`config.mk`:
```
export PLATFORM = sky130hd
export DESIGN_NAME = cartridge_bank_and_irq_timer
export DESIGN_NICKNAME = d
export VERILOG_FILES = /design/src/rtl/core/cbt_pkg.sv /design/src/rtl/core/cbt_exec.sv /design/src/rtl/core/cartridge_bank_and_irq_timer.sv
export SDC_FILE = /design/constraint.sdc
export NUM_CORES = 1
export LEC_CHECK = 0
export BUFFER_PORTS_ARGS = -buffer_cell sky130_fd_sc_hd__buf_4
export CAP_MARGIN = 20
export CORE_MARGIN = 2
export CORE_UTILIZATION = 46
export DETAILED_ROUTE_END_ITERATION = 10
export GPL_TIMING_DRIVEN = 0
export PLACE_DENSITY = 0.78
export SETUP_SLACK_MARGIN = 0.15
export SLEW_MARGIN = 20
export SYNTH_ARGS = -nofsm -noshare
export SYNTH_HDL_FRONTEND = slang
export SYNTH_SLANG_ARGS = --single-unit
```
`constraint.sdc`:
```
create_clock -name clk -period 3.7 [get_ports clk]
set_input_delay 0.74 -clock clk [delete_from_list [all_inputs] [get_ports clk]]
set_output_delay 0.74 -clock clk [all_outputs]
set_load 0.05 [all_outputs]
```
`src/rtl/core/cbt_pkg.sv`:
```
// Shared types and constants for the cartridge bank and IRQ timer block.
// Used by cbt_exec and cartridge_bank_and_irq_timer; depends on nothing.
`default_nettype none

package cbt_pkg;

  // Work RAM size and the address bits it needs
  localparam int WRAM_BYTES = 8192;
  localparam int WRAM_AW    = $clog2(WRAM_BYTES);

  // Timer count: 16 bits plus a sign bit
  localparam int COUNT_W = 17;

  // Item modes
  localparam logic [1:0] MODE_WRITE = 2'd0;
  localparam logic [1:0] MODE_READ  = 2'd1;
  localparam logic [1:0] MODE_TICK  = 2'd2;

  // Access targets
  localparam logic [1:0] TGT_NONE = 2'd0;
  localparam logic [1:0] TGT_ROM  = 2'd1;
  localparam logic [1:0] TGT_WRAM = 2'd2;

  // Register map
  localparam logic [7:0]  PAGE_LATCH   = 8'h4A;
  localparam logic [7:0]  PAGE_BANK    = 8'h51;
  localparam logic [15:0] ADDR_TMR_LO  = 16'h4020;
  localparam logic [15:0] ADDR_TMR_HI  = 16'h4021;
  localparam logic [15:0] ADDR_MIRROR  = 16'h4025;
  localparam logic [15:0] ADDR_STATUS  = 16'h4030;
  localparam logic [15:0] WRAM_BASE    = 16'h6000;
  localparam logic [15:0] WRAM_LAST    = 16'h7FFF;
  localparam logic [15:0] ROM_BASE     = 16'h8000;
  localparam logic [15:0] ROM_FIX_BASE = 16'hC000;
  localparam logic [2:0]  FIXED_BANK   = 3'd2;

  typedef struct packed {
    logic [1:0]  mode;
    logic [15:0] address;
    logic [7:0]  data;
    logic [7:0]  cycles;
  } access_t;

  typedef struct packed {
    logic [7:0]         read_data;
    logic               status_hit;
    logic [1:0]         target;
    logic [16:0]        rom_address;
    logic [WRAM_AW-1:0] wram_address;
    logic               irq_line;
    logic               mirroring;
  } result_t;

endpackage

`default_nettype wire

```
`src/rtl/core/cbt_exec.sv`:
```
// Mapper state (bank latch, PRG bank, mirroring, IRQ timer) and the
// single-pass logic that turns one transaction into its result. Uses cbt_pkg.
`default_nettype none

module cbt_exec (
  input  wire logic            clk,
  input  wire logic            rst,
  input  wire logic            en,
  input  wire cbt_pkg::access_t item,
  output cbt_pkg::result_t     result
);
  import cbt_pkg::*;

  logic [2:0]         bank_latch, bank_latch_next;
  logic [2:0]         prg_bank, prg_bank_next;
  logic               mirror_bit, mirror_bit_next;
  logic               timer_enable, timer_enable_next;
  logic [COUNT_W-1:0] timer_count, timer_count_next;
  logic               irq_pending, irq_pending_next;

  logic               in_wram;
  logic [COUNT_W-1:0] count_sub;
  logic [15:0]        wram_off;
  logic [2:0]         bank;

  // Next state and result for the current transaction
  always_comb begin
    bank_latch_next   = bank_latch;
    prg_bank_next     = prg_bank;
    mirror_bit_next   = mirror_bit;
    timer_enable_next = timer_enable;
    timer_count_next  = timer_count;
    irq_pending_next  = irq_pending;

    in_wram   = (item.address >= WRAM_BASE) && (item.address <= WRAM_LAST);
    wram_off  = item.address - WRAM_BASE;
    count_sub = timer_count - {{(COUNT_W-8){1'b0}}, item.cycles};
    bank      = (item.address >= ROM_FIX_BASE) ? FIXED_BANK : prg_bank;

    result.read_data    = '0;
    result.status_hit   = 1'b0;
    result.target       = TGT_NONE;
    result.rom_address  = '0;
    result.wram_address = '0;

    case (item.mode)
      MODE_WRITE: begin
        if (in_wram) begin
          result.target       = TGT_WRAM;
          result.wram_address = wram_off[WRAM_AW-1:0];
        end else if (item.address[15:8] == PAGE_LATCH) begin
          bank_latch_next = {item.address[6], item.address[3:2]};
        end else if (item.address[15:8] == PAGE_BANK) begin
          prg_bank_next = bank_latch;
        end else if (item.address == ADDR_TMR_LO) begin
          irq_pending_next = 1'b0;
          timer_count_next = {1'b0, timer_count[15:8], item.data};
        end else if (item.address == ADDR_TMR_HI) begin
          irq_pending_next  = 1'b0;
          timer_count_next  = {1'b0, item.data, timer_count[7:0]};
          timer_enable_next = 1'b1;
        end else if (item.address == ADDR_MIRROR) begin
          mirror_bit_next = ~item.data[3];
        end
      end
      MODE_READ: begin
        if (item.address == ADDR_STATUS) begin
          result.read_data  = {7'd0, irq_pending};
          result.status_hit = 1'b1;
          irq_pending_next  = 1'b0;
        end else if (in_wram) begin
          result.target       = TGT_WRAM;
          result.wram_address = wram_off[WRAM_AW-1:0];
        end else if (item.address >= ROM_BASE) begin
          result.target      = TGT_ROM;
          result.rom_address = {bank, item.address[13:0]};
        end
      end
      MODE_TICK: begin
        if (timer_enable) begin
          timer_count_next = count_sub;
          if ((count_sub == '0) || count_sub[COUNT_W-1]) begin
            timer_enable_next = 1'b0;
            irq_pending_next  = 1'b1;
          end
        end
      end
      default: begin
        // unused mode: no state change
      end
    endcase

    result.irq_line  = irq_pending_next;
    result.mirroring = mirror_bit_next;
  end

  // State registers, updated as each transaction moves to the result stage
  always_ff @(posedge clk) begin
    if (rst) begin
      bank_latch   <= '0;
      prg_bank     <= '0;
      mirror_bit   <= 1'b0;
      timer_enable <= 1'b0;
      timer_count  <= '0;
      irq_pending  <= 1'b0;
    end else if (en) begin
      bank_latch   <= bank_latch_next;
      prg_bank     <= prg_bank_next;
      mirror_bit   <= mirror_bit_next;
      timer_enable <= timer_enable_next;
      timer_count  <= timer_count_next;
      irq_pending  <= irq_pending_next;
    end
  end

  // IRQ is raised only by a tick
  a_irq_from_tick: assert property (@(posedge clk) disable iff (rst)
    $rose(irq_pending) |-> $past(en && (item.mode == MODE_TICK)))
    else $error("IRQ raised without a tick");

  // A firing tick always disables the timer
  a_fire_disables: assert property (@(posedge clk) disable iff (rst)
    $rose(irq_pending) |-> !timer_enable)
    else $error("timer still enabled after firing");

  // State only moves when a transaction advances
  a_hold_idle: assert property (@(posedge clk) disable iff (rst)
    !en |=> $stable(timer_count) && $stable(prg_bank) && $stable(bank_latch))
    else $error("state changed without a transaction");

endmodule

`default_nettype wire

```
`src/rtl/core/cartridge_bank_and_irq_timer.sv`:
```
// Top level of the cartridge bank and IRQ timer block: input register,
// cbt_exec, and the result register. Uses cbt_pkg and cbt_exec.
`default_nettype none

// Each transaction (bus write, bus read or cycle tick) is captured in an input
// register, then passes the bank, mirroring and timer logic into a result
// register, from which the result is offered. A new transaction is accepted
// every cycle as long as the result side keeps taking results; a result held
// by result_stall backs up into the input register and then access_stall.
// State updates in strict transaction order, and irq_line and mirroring in
// each result reflect the state after that transaction.

module cartridge_bank_and_irq_timer (
  input  wire logic             clk,
  input  wire logic             rst,
  input  wire logic             access_valid,
  output logic                  access_stall,
  input  wire cbt_pkg::access_t access,
  output logic                  result_valid,
  input  wire logic             result_stall,
  output cbt_pkg::result_t      result
);
  import cbt_pkg::*;

  logic    held_valid;
  access_t held;
  logic    advance;
  result_t exec_result;

  // Move the held transaction on when the result register is free
  assign advance      = held_valid && (!result_valid || !result_stall);
  assign access_stall = held_valid && !advance;

  // Input register
  always_ff @(posedge clk) begin
    if (rst) begin
      held_valid <= 1'b0;
    end else if (!access_stall) begin
      held_valid <= access_valid;
    end
    if (!access_stall && access_valid) begin
      held <= access;
    end
  end

  cbt_exec u_exec (
    .clk    (clk),
    .rst    (rst),
    .en     (advance),
    .item   (held),
    .result (exec_result)
  );

  // Result register
  always_ff @(posedge clk) begin
    if (rst) begin
      result_valid <= 1'b0;
    end else if (advance) begin
      result_valid <= 1'b1;
    end else if (!result_stall) begin
      result_valid <= 1'b0;
    end
    if (advance) begin
      result <= exec_result;
    end
  end

  // A status read never maps to memory and always leaves the IRQ clear
  a_status_read: assert property (@(posedge clk) disable iff (rst)
    result_valid && result.status_hit |->
      (result.target == TGT_NONE) && !result.irq_line)
    else $error("status read with target or pending IRQ");

  // read_data is only driven on a status read
  a_read_data: assert property (@(posedge clk) disable iff (rst)
    result_valid && !result.status_hit |-> result.read_data == '0)
    else $error("read_data set outside a status read");

  // Address outputs are zero unless their target is selected
  a_addr_zero: assert property (@(posedge clk) disable iff (rst)
    result_valid |->
      ((result.target == TGT_ROM) || (result.rom_address == '0)) &&
      ((result.target == TGT_WRAM) || (result.wram_address == '0)))
    else $error("address output set for the wrong target");

endmodule

`default_nettype wire
```
Word-level counts from Yosys, hierarchy flattened

Index checks and enable logic that the tools add are counted.

Multiplexer cells: 43
$lt $le $gt $ge: 4
$add $sub $neg: 2
Reduce and logical (&&, ||, !) cells: 22
Bitwise operators: 5
Equal/unequal tests: 17

Operators by type and width:

| kind                                                                     | count |
|---|---|
| 17-bit 2-to-1 mux                                                        | 7 |
| 16-bit by 15-bit equality test with 1-bit output (second input constant) | 4 |
| 17-bit one-hot mux with 2 select lines                                   | 1 |
| 16-bit >= comparator (second input constant)                             | 2 |
| 32-bit 2-to-1 mux                                                        | 1 |
| 13-bit one-hot mux with 2 select lines                                   | 1 |
| 1-bit 2-to-1 mux                                                         | 25 |
| 7-bit AND reduction                                                      | 3 |
| 18-bit 2-to-1 mux                                                        | 1 |
| 17-bit logical NOT                                                       | 1 |
| 17-bit by 8-bit subtractor with 17-bit output                            | 1 |
| 8-bit by 7-bit equality test with 1-bit output (second input constant)   | 2 |
| 16-bit by 15-bit >= comparator with 1-bit output (second input constant) | 1 |
| 16-bit by 15-bit <= comparator with 1-bit output (second input constant) | 1 |
| 13-bit 2-to-1 mux                                                        | 1 |
| 13-bit by 1-bit subtractor with 13-bit output (second input constant)    | 1 |
| 2-bit by 1-bit != test with 1-bit output (second input constant)         | 4 |
| 2-bit != test (second input constant)                                    | 4 |
| 8-bit AND reduction                                                      | 1 |
| 1-bit NOT                                                                | 5 |
| 5-bit AND reduction                                                      | 1 |
| 5-bit OR reduction                                                       | 1 |
| 1-bit logical AND                                                        | 4 |
| 1-bit logical NOT                                                        | 4 |
| 14 further kinds                                                         | 16 |

Register bits: 105
Output and inout port bits: 45

Depth between registers and ports, before layout

Gate-level depths: netlist (run 1).

Depth in word-level cells: 8
Mapped depth: 10
Mapped depth without buffers: 10

Modules after synthesis

Synthesis (run 1) repeated with hierarchy kept, for this count alone.

Cells, all modules: 391
Area, all modules: 4,720.8 µm²

Modules (own cells, without submodules):

| module                       | cells each | instances | area an instance (µm²) | seq. area each (µm²) |
|---|---|---|---|---|
| cartridge_bank_and_irq_timer | 87         | 1         | 2,398.6                | 2,352.3 |
| cbt_exec                     | 304        | 1         | 2,322.2                | 520.5 |

Least setup slack after synthesis (run 1)

Ideal clock, no wire load.

Path type: in2reg
Start: input result_stall
End: register held[0] in the netlist's numbering, enable pin
Data arrival time: 2.711 ns
Path slack: 0.561 ns
Library setup time: 0.429 ns
Data required time: 3.271 ns
Cell stages on the path: 2
Cell sequence: and3_1 -> nor2b_1

Longest elaborated chain between the ends: 7

RTL lines:

| element                | line                               | text |
|---|---|---|
| start: declaration     | cartridge_bank_and_irq_timer.sv:20 | `input wire logic result_stall,` |
| 1-bit logical NOT      | -                                  |  |
| 1-bit logical OR       | cartridge_bank_and_irq_timer.sv:31 | `assign advance = held_valid && (!result_valid \|\| !result_stall);` |
| 1-bit logical AND      | cartridge_bank_and_irq_timer.sv:31 |  |
| 1-bit logical NOT      | cartridge_bank_and_irq_timer.sv:32 | `assign access_stall = held_valid && !advance;` |
| 1-bit logical AND      | cartridge_bank_and_irq_timer.sv:32 |  |
| 1-bit logical NOT      | cartridge_bank_and_irq_timer.sv:41 | `if (!access_stall && access_valid) begin` |
| 1-bit logical AND      | cartridge_bank_and_irq_timer.sv:41 |  |
| end signal: assignment | cartridge_bank_and_irq_timer.sv:42 | `held <= access;` |
| end: declaration       | cartridge_bank_and_irq_timer.sv:26 | `access_t held;` |

No other way between the ends.
A chain may end at the register's enable or synchronous reset.

==> reports/qor.csv, run 1 <==
stage,metric,value,unit
floorplanning,Cell Rows,36,
global_routing,number of antenna violations at the first check in global routing,0,
logic_synthesis,flop and latch count out of synthesis,98,
drt,routed length per instance,15.73,um
finish,number of nets in the final layout,552,
global_routing,number of global-route vias before repair,3401,
floorplanning,full die area,10890,sq um
drt,vias per std cell,5.404,
logic_synthesis,synthesized instance count,413,
pwr,portion of total power attributed to combinational logic,14.2,%
cts,TritonCTS clock tree,built,
logic_synthesis,Syn. warnings,0,
cts,count of cells resized by post-cts repair,0,
sta,remaining max-slew budget at the tightest pin,49.08,%
logic_synthesis,share of flip-flops with an asynchronous set or reset after synthesis,0,%
finish,layout cell share with drive strength beyond 1,23.73,%
cts,number of buffers added by the clock tree synthesis step,9,
floorplanning,initial cell density of the core,47.38,%
pwr,Sequential Power Share,53.8,%
placed_design,final weighted congestion in routability-driven placement,0.9163,
sta,Tcrit/Tclk final,75.48,%
sta,skew final,0.01107,ns
logic_synthesis,"basic-gate share of the synthesized area counting and, or, nand and nor cells",18.94,%
critical_path,maximum fanout count along the critical path,6,
cts,clock tree buffer depth,2,
global_routing,first-pass GRT wire length,16590,um
critical_path,critical path class,reg2reg,
global_routing,global route overflow,0,
floorplanning,die width,104.3,um
cts,number of hold-repair buffers added at the cts stage,0,
cts,"Clk pin slew, worst setup/hold paths",0.10,ns
sta,count of final hold-check violations,0,
logic_synthesis,cell taking the most area after synthesis,edfxtp_1,
sta,upper clock frequency limit,0.3581,GHz
drt,total vias in the final route,3475,
critical_path,capturing element type of the critical path,flip-flop,
finish,summed area of non-filler cells in the final layout,5632,sq um
flow_run,number of maximum-capacitance violations,0,
cts,Clock H-tree levels,3,
global_routing,pin count of the biggest net entering global routing,40,
finish,"most common cell after layout, fill and taps aside",buf_4,
logic_synthesis,area of the mapped netlist,4631,sq um
logic_synthesis,XOR/XNOR Fraction of Synth Area,1.891,%
cts,CTS root buf,clkbuf_8,
global_routing,overall global routing resource usage,19.39,%
logic_synthesis,dominant combinational cell family by area after synthesis,simple AND/OR/NAND/NOR gates,
logic_synthesis,flip-flop cell with the highest count after synthesis,edfxtp_1,
drt,remaining antenna violation count,0,
logic_synthesis,share of synthesized area occupied by flip-flops and latches,57.50,%
critical_path,"Data required, critical path",3.83,ns
cts,Sinks on Clock Net,98,
pwr,P per Cell Area,414.0,nW/um^2
placed_design,Buffers on Ports,74,
cts,latest clock arrival within the worst-skew pair,0.38,ns
logic_synthesis,mux share of post-synthesis cell area,1.513,%
cts,setup fix buffers added after clock tree synthesis,0,
floorplanning,height of the die,104.3,um
pwr,internal cell power,1.676,mW
sta,RSZ-0062 raised after global routing,false,
pwr,Sw Share,28.15,%
placed_design,placed inst area,5410,sq um
floorplanning,top-level I/O count,83,
sta,final critical-path required period,2.793,ns
logic_synthesis,leading post-synthesis cells by cell area,"edfxtp_1 (45%), dfxtp_1 (12%), and2_1 (3.8%)",
logic_synthesis,complex-gate fraction of the synthesized area,12.54,%
drt,residual DRC count,0,
logic_synthesis,Synth Area per Inst,11.21,sq um
placed_design,detailed-placement wirelength estimate,7470,um
sta,final slew viol count,0,
sta,Worst Hold Margin,0.4952,ns
pwr,clock share of power,32.0,%
logic_synthesis,share of the synthesized area in the top cell type,45.39,%
sta,slew at the pin closest to its max-slew limit,0.7627,ns
finish,Area growth syn-to-layout,21.62,%
finish,count of antenna diodes in the layout,0,
drt,Detailed Route Iter0 Violations,192,
sta,number of setup violations in the final report,0,
drt,number of search-and-repair iterations in the first detailed-routing pass,5,
critical_path,kind of start point of the critical path,flip-flop,
critical_path,Worst Path Arrival,2.93,ns
finish,"top library cells by usage in the layout, fill and taps aside","buf_4 (83), edfxtp_1 (70), nor2_1 (46), and2_1 (28), dfxtp_1 (28)",
pwr,leakage,2.202,nW
floorplanning,core area,9774,sq um
pwr,net switching power,0.6563,mW
min_path,worst min-delay path class,reg2reg,
drt,total wire length after detailed routing,10110,um
logic_synthesis,number of distinct library cell variants in the gate-level netlist after synthesis,58,
logic_synthesis,"EDFF count, synth",70,
logic_synthesis,fraction of the mapped netlist area in adder cells,2.594,%
pwr,Peak VDD IR,0.2219,mV
outcome,result of the run,"complete, no violations",
==> cells in the mapped netlist (all sizes together) (3+ instances only) <==
| cell | number |
|---|---|
| mux2i | 7 |
| nor3b | 4 |
| nand3 | 15 |
| nor2 | 46 |
| nor3 | 12 |
| a21o | 4 |
| edfxtp | 70 |
| xor2 | 5 |
| ha | 8 |
| a211oi | 8 |
| nor2b | 4 |
| or2 | 4 |
| nand4 | 4 |
| nand2 | 14 |
| xnor2 | 5 |
| o21ai | 13 |
| or3 | 3 |
| dfxtp | 28 |
| nand2b | 8 |
| buf | 14 |
| o211a | 3 |
| a21oi | 20 |
| nor4 | 6 |
| a31oi | 5 |
| inv | 21 |
| and2 | 28 |
| nor4b | 3 |
| a2111oi | 3 |
| a311oi | 9 |
| clkbuf | 12 |
==> metal layers <==
metal	wire length, um	vias up	GRT usage [%]
li1	-	1686	-
met2	5060	116	33.43
met5	0	-	0
met1	4229	1648	23.38
met3	496	25	3.195
met4	328	0	9.749
==> worst max-delay path: stages, from the launching register on <==
cell       delay, ns
edfxtp_1        0.40
inv_1           0.06
ha_1            0.29
nor2b_1         0.13
o2111ai_1       0.20
a211oi_1        0.68
a21oi_1         0.14
and4_1          0.19
a311oi_1        0.37
nor3_1          0.09
==> worst paths after layout <==
path | start | to | slack, ns | depth (start not counted)
worst max register to register | held[1] | result[1] | 0.91 | 9
worst max-delay path | held[1] | result[1] | 0.91 | 9
worst min register to register | u_exec.timer_count[14] | u_exec.timer_count[14] | 0.50 | 2
worst min-delay path | u_exec.timer_count[14] | u_exec.timer_count[14] | 0.50 | 2
==> area by class of cell <==
class,instances,area (sq um)
buffer,26,150.1
fill,838,4143
tap,133,166.4
inverter,21,78.83
timing repair buffer,75,583.1
clock inverter,7,97.59
multi-input combinational,274,1769
clock buffer,9,123.9
sequential,98,2663
==> stage by stage <==
| stage | TNS [ns] | setup slack, ns | instances | total power [mW] | utilization (%) |
|---|---|---|---|---|---|
| after floorplan | 0 | 0.5607 | 419 | 1.500 | - |
| after global placement | -2.652 | -0.07994 | 626 | 1.599 | 54.99 |
| after detailed placement | 0 | 0.9458 | 627 | 1.610 | 55.35 |
| after CTS | 0 | 0.9456 | 643 | 2.338 | 57.62 |
| after global routing | 0 | 0.6209 | 643 | 2.414 | 57.62 |
| final | 0 | 0.9074 | 643 | 2.332 | 57.62 |
==> cells by family after synthesis <==
| family | after synthesis |
|---|---|
| and+or+nand+nor | 161 |
| DFF | 98 |
| AOI/OAI and AO/OA | 80 |
| buffers and inverters | 47 |
| xor gates and xnor gates | 10 |
| adders and majority gates | 9 |
| muxes | 7 |
| other | 1 |
==> state kept, by name, summed over array words and instances, names as in the netlist, 3 cells and up <==
signal	flops
held	34
u_exec.prg_bank	3
result	36
u_exec.bank_latch	3
u_exec.timer_count	17
==> power groups by stage <==
stage / Sequential [mW] / Clock, mW / Combinational, mW
6_report: 1.25 / 0.746 / 0.332
5_1_grt: 1.26 / 0.795 / 0.359
4_1_cts: 1.25 / 0.753 / 0.331
3_5_place_dp: 1.28 / 0 / 0.330
3_3_place_gp: 1.28 / 0 / 0.320
2_1_floorplan: 1.34 / 0 / 0.157
No activity file was read; power rests on OpenSTA's default activity.
==> run 2, diff against run 1 <==
--- a/config.mk
+++ b/config.mk
@@ -5,6 +5,7 @@
 export SDC_FILE = /design/constraint.sdc
 export NUM_CORES = 1
 export LEC_CHECK = 0
+export ABC_AREA = 1
 export BUFFER_PORTS_ARGS = -buffer_cell sky130_fd_sc_hd__buf_4
 export CAP_MARGIN = 20
 export CORE_MARGIN = 2
==> constraint.sdc (replaced) <==
create_clock -name clk -period 2.7 [get_ports clk]
set_input_delay 0.54 -clock clk [delete_from_list [all_inputs] [get_ports clk]]
set_output_delay 0.54 -clock clk [all_outputs]
set_load 0.05 [all_outputs]
==> reports/qor.csv, run 2 <==
stage,metric,value,unit,change
logic_synthesis,Post-synth top cells,"nand2_1 (100), inv_1 (75), nor2_1 (71)",,"was edfxtp_1 (70), nor2_1 (46), and2_1 (28), dfxtp_1 (28), inv_1 (21)"
placed_design,Buffers on Ports,74,,unchanged
cts,number of hold-repair buffers added at the cts stage,0,,unchanged
placed_design,detailed-placement wirelength estimate,7908,um,was 7470 um
logic_synthesis,share of the synthesized area in the top cell type,43.89,%,was 45.39%
logic_synthesis,share of flip-flops with an asynchronous set or reset after synthesis,0,%,unchanged
flow_run,number of maximum-capacitance violations,0,,unchanged
critical_path,kind of start point of the critical path,flip-flop,,unchanged
sta,setup TNS,0,ns,unchanged
finish,Area growth syn-to-layout,21.92,%,was 21.62%
drt,routed length per instance,13.91,um,was 15.73 um
cts,latest clock arrival within the worst-skew pair,0.38,ns,about the same
logic_synthesis,area of the mapped netlist,4790,sq um,was 4631 sq um
pwr,leakage,2.559,nW,was 2.202 nW
critical_path,maximum fanout count along the critical path,3,,was 6
logic_synthesis,flip-flop cell with the highest count after synthesis,edfxtp_1,,unchanged
logic_synthesis,number of distinct library cell variants in the gate-level netlist after synthesis,39,,was 58
global_routing,number of antenna violations at the first check in global routing,0,,unchanged
critical_path,Worst Path Arrival,2.56,ns,was 2.93 ns
floorplanning,height of the die,106.0,um,was 104.3 um
floorplanning,core area,10230,sq um,was 9774 sq um
drt,residual DRC count,0,,unchanged
logic_synthesis,share of synthesized area occupied by flip-flops and latches,55.59,%,was 57.50%
sta,slew at the pin closest to its max-slew limit,0.7582,ns,was 0.7627 ns
cts,CTS root buf,clkbuf_8,,unchanged
drt,Detailed Route Iter0 Violations,281,,was 192
sta,upper clock frequency limit,0.4146,GHz,was 0.3581 GHz
sta,final slew viol count,0,,unchanged
cts,"Clk pin slew, worst setup/hold paths",0.10,ns,about the same
drt,total vias in the final route,3929,,was 3475
logic_synthesis,synthesized instance count,534,,was 413
sta,Tcrit/Tclk final,89.33,%,was 75.48%
floorplanning,initial cell density of the core,46.81,%,was 47.38%
global_routing,global route overflow,0,,unchanged
drt,vias per std cell,5.089,,was 5.404
logic_synthesis,cell taking the most area after synthesis,edfxtp_1,,unchanged
sta,count of final hold-check violations,0,,unchanged
finish,final core utilization,57.07,%,was 57.62%
finish,"most common cell after layout, fill and taps aside",nand2_1,,was buf_4
finish,number of nets in the final layout,678,,was 552
sta,RSZ-0062 raised after global routing,true,,was false
sta,setup slack after layout,0.2880,ns,was 0.9074 ns
global_routing,number of global-route vias before repair,3580,,was 3401
finish,"Most flops, register",result,,unchanged
min_path,worst min-delay path class,in2reg,,was reg2reg
floorplanning,top-level I/O count,83,,unchanged
critical_path,internal reg-to-reg setup slack,0.29,ns,was 0.91 ns
sta,number of setup violations in the final report,0,,unchanged
logic_synthesis,Syn. warnings,0,,unchanged
finish,count of antenna diodes in the layout,0,,unchanged
outcome,result of the run,"complete, no violations",,unchanged
sta,skew final,0.01237,ns,was 0.01107 ns
cts,TritonCTS clock tree,built,,unchanged
logic_synthesis,Synth Area per Inst,8.969,sq um,was 11.21 sq um
finish,layout cell share with drive strength beyond 1,25.79,%,was 23.73%
floorplanning,die width,106.0,um,was 104.3 um
critical_path,capturing element type of the critical path,flip-flop,,unchanged
drt,total wire length after detailed routing,10740,um,was 10110 um
logic_synthesis,"EDFF count, synth",70,,unchanged
cts,Clock H-tree levels,3,,unchanged
finish,max FFs per register,36,,unchanged
global_routing,first-pass GRT wire length,16760,um,was 16590 um
placed_design,pre-CTS setup slack,0.2144,ns,was 0.9458 ns
floorplanning,full die area,11240,sq um,was 10890 sq um
pwr,P per Cell Area,555.7,nW/um^2,was 414.0 nW/um^2
finish,"top library cells by usage in the layout, fill and taps aside","nand2_1 (94), buf_4 (88), inv_1 (72), edfxtp_1 (70), nor2_1 (69)",,"was buf_4 (83), edfxtp_1 (70), nor2_1 (46), and2_1 (28), dfxtp_1 (28)"
cts,Sinks on Clock Net,98,,unchanged
cts,clock tree buffer depth,2,,unchanged
sta,remaining max-slew budget at the tightest pin,49.38,%,was 49.08%
placed_design,final weighted congestion in routability-driven placement,0.9115,,was 0.9163
critical_path,critical path class,reg2reg,,unchanged
finish,registers with the most flip-flops,"result (36), held (34), u_exec.timer_count (17)",,unchanged
drt,remaining antenna violation count,0,,unchanged
cts,number of buffers added by the clock tree synthesis step,9,,unchanged
pwr,Power Total,3.245,mW,was 2.332 mW
logic_synthesis,flop and latch count out of synthesis,98,,unchanged
logic_synthesis,cell with the most instances after synthesis,nand2_1,,was edfxtp_1
floorplanning,Cell Rows,37,,was 36
drt,number of search-and-repair iterations in the first detailed-routing pass,6,,was 5
pwr,Peak VDD IR,0.2701,mV,was 0.2219 mV
sta,final critical-path required period,2.412,ns,was 2.793 ns
global_routing,overall global routing resource usage,19.13,%,was 19.39%
global_routing,pin count of the biggest net entering global routing,41,,was 40
logic_synthesis,leading post-synthesis cells by cell area,"edfxtp_1 (44%), dfxtp_1 (12%), nand2_1 (7.8%)",,"was edfxtp_1 (45%), dfxtp_1 (12%), and2_1 (3.8%)"
critical_path,"Data required, critical path",2.85,ns,was 3.83 ns
==> run 2: changes by cell type after synthesis, sizes merged, moves of 7 or more <==
cell / change
a211oi: -7
a311oi: -9
and2: -28
clkbuf: -7
inv: +63
nand2: +98
nand2b: -8
nand3: +30
nor2: +32
nor3: +7
o21ai: +10
==> run 2: area by class of cell <==
class,count,area (sq um)
inverter,85,319.1
clock buffer,9,123.9
multi-input combinational,342,1809
sequential,98,2663
buffer,15,93.84
tap,136,170.2
clock inverter,7,60.06
fill,911,4392
timing repair buffer,80,600.6
==> run 2: metrics by stage <==
stage | hold slack (ns) | cell area (sq um) | cells
6_report | 0.3295 | 5839 | 772
3_5_place_dp | 0.4599 | 5538 | 750
5_1_grt | 0.3055 | 5839 | 772
2_1_floorplan | 0.4332 | 4812 | 540
4_1_cts | 0.3182 | 5722 | 766
3_3_place_gp | 0.4464 | 5538 | 750
==> run 2: what timing repair did <==
action / 4_1_cts / 5_1_grt
resized for setup: 0 / 22
setup buffers: 0 / 6
endpoints found under the setup margin: 0 / 3
endpoints found under the hold margin: 0 / 0
==> run 2: final timing paths <==
| kind | from | to | cells after the start |
|---|---|---|---|
| setup / recovery | held[0] | result[1] | 20 |
| hold / removal | access[5] | held[5] | 1 |
| hold reg to reg | u_exec.timer_enable | u_exec.timer_enable | 2 |
| setup reg to reg | held[0] | result[1] | 20 |
==> run 2: per-layer routing <==
| layer | part of all wire (%) | vias up | track usage, % |
|---|---|---|---|
| met3 | 6.1 | 17 | 4.353 |
| met1 | 41 | 1800 | 22.58 |
| met2 | 51 | 161 | 34.29 |
| met5 | 0 | - | 0 |
| met4 | 1.8 | 0 | 6.579 |
| li1 | - | 1951 | - |
==> run 2: worst max-delay path: stages, from the launching register on <==
cell,delay [ns]
edfxtp_1,0.42
ha_4,0.19
fa_2,0.37
inv_2,0.09
nand3_1,0.09
nand2_1,0.12
nand2_2,0.08
nand2_1,0.07
nand2_1,0.05
nand2_2,0.08
nor2_2,0.04
nand2_1,0.06
nor2_1,0.04
nand2_1,0.06
nand2_1,0.07
nand2_1,0.06
nand2_1,0.04
nand2_1,0.05
nand2_1,0.06
nand2_2,0.08
inv_1,0.04
==> run 2: power by group <==
group          leakage, nW  internal, mW  total [mW]  switching, mW
combinational         1.58         0.201       0.606          0.406
sequential           0.886          1.69        1.73         0.0410
clock               0.0979         0.353       0.906          0.553
total                 2.56          2.25        3.24          0.999
==> run 2: logic make-up after synthesis <==
logic type / Yosys count / share of synthesized area (%)
compound gates: 60 / 7.262
xor+xnor: 2 / 0.3658
fa+ha+maj: 9 / 2.508
buf+inv: 100 / 8.621
flops: 98 / 55.59
mux: 1 / 0.2090
other cells: 1 / 0.07829
simple gates: 263 / 25.37
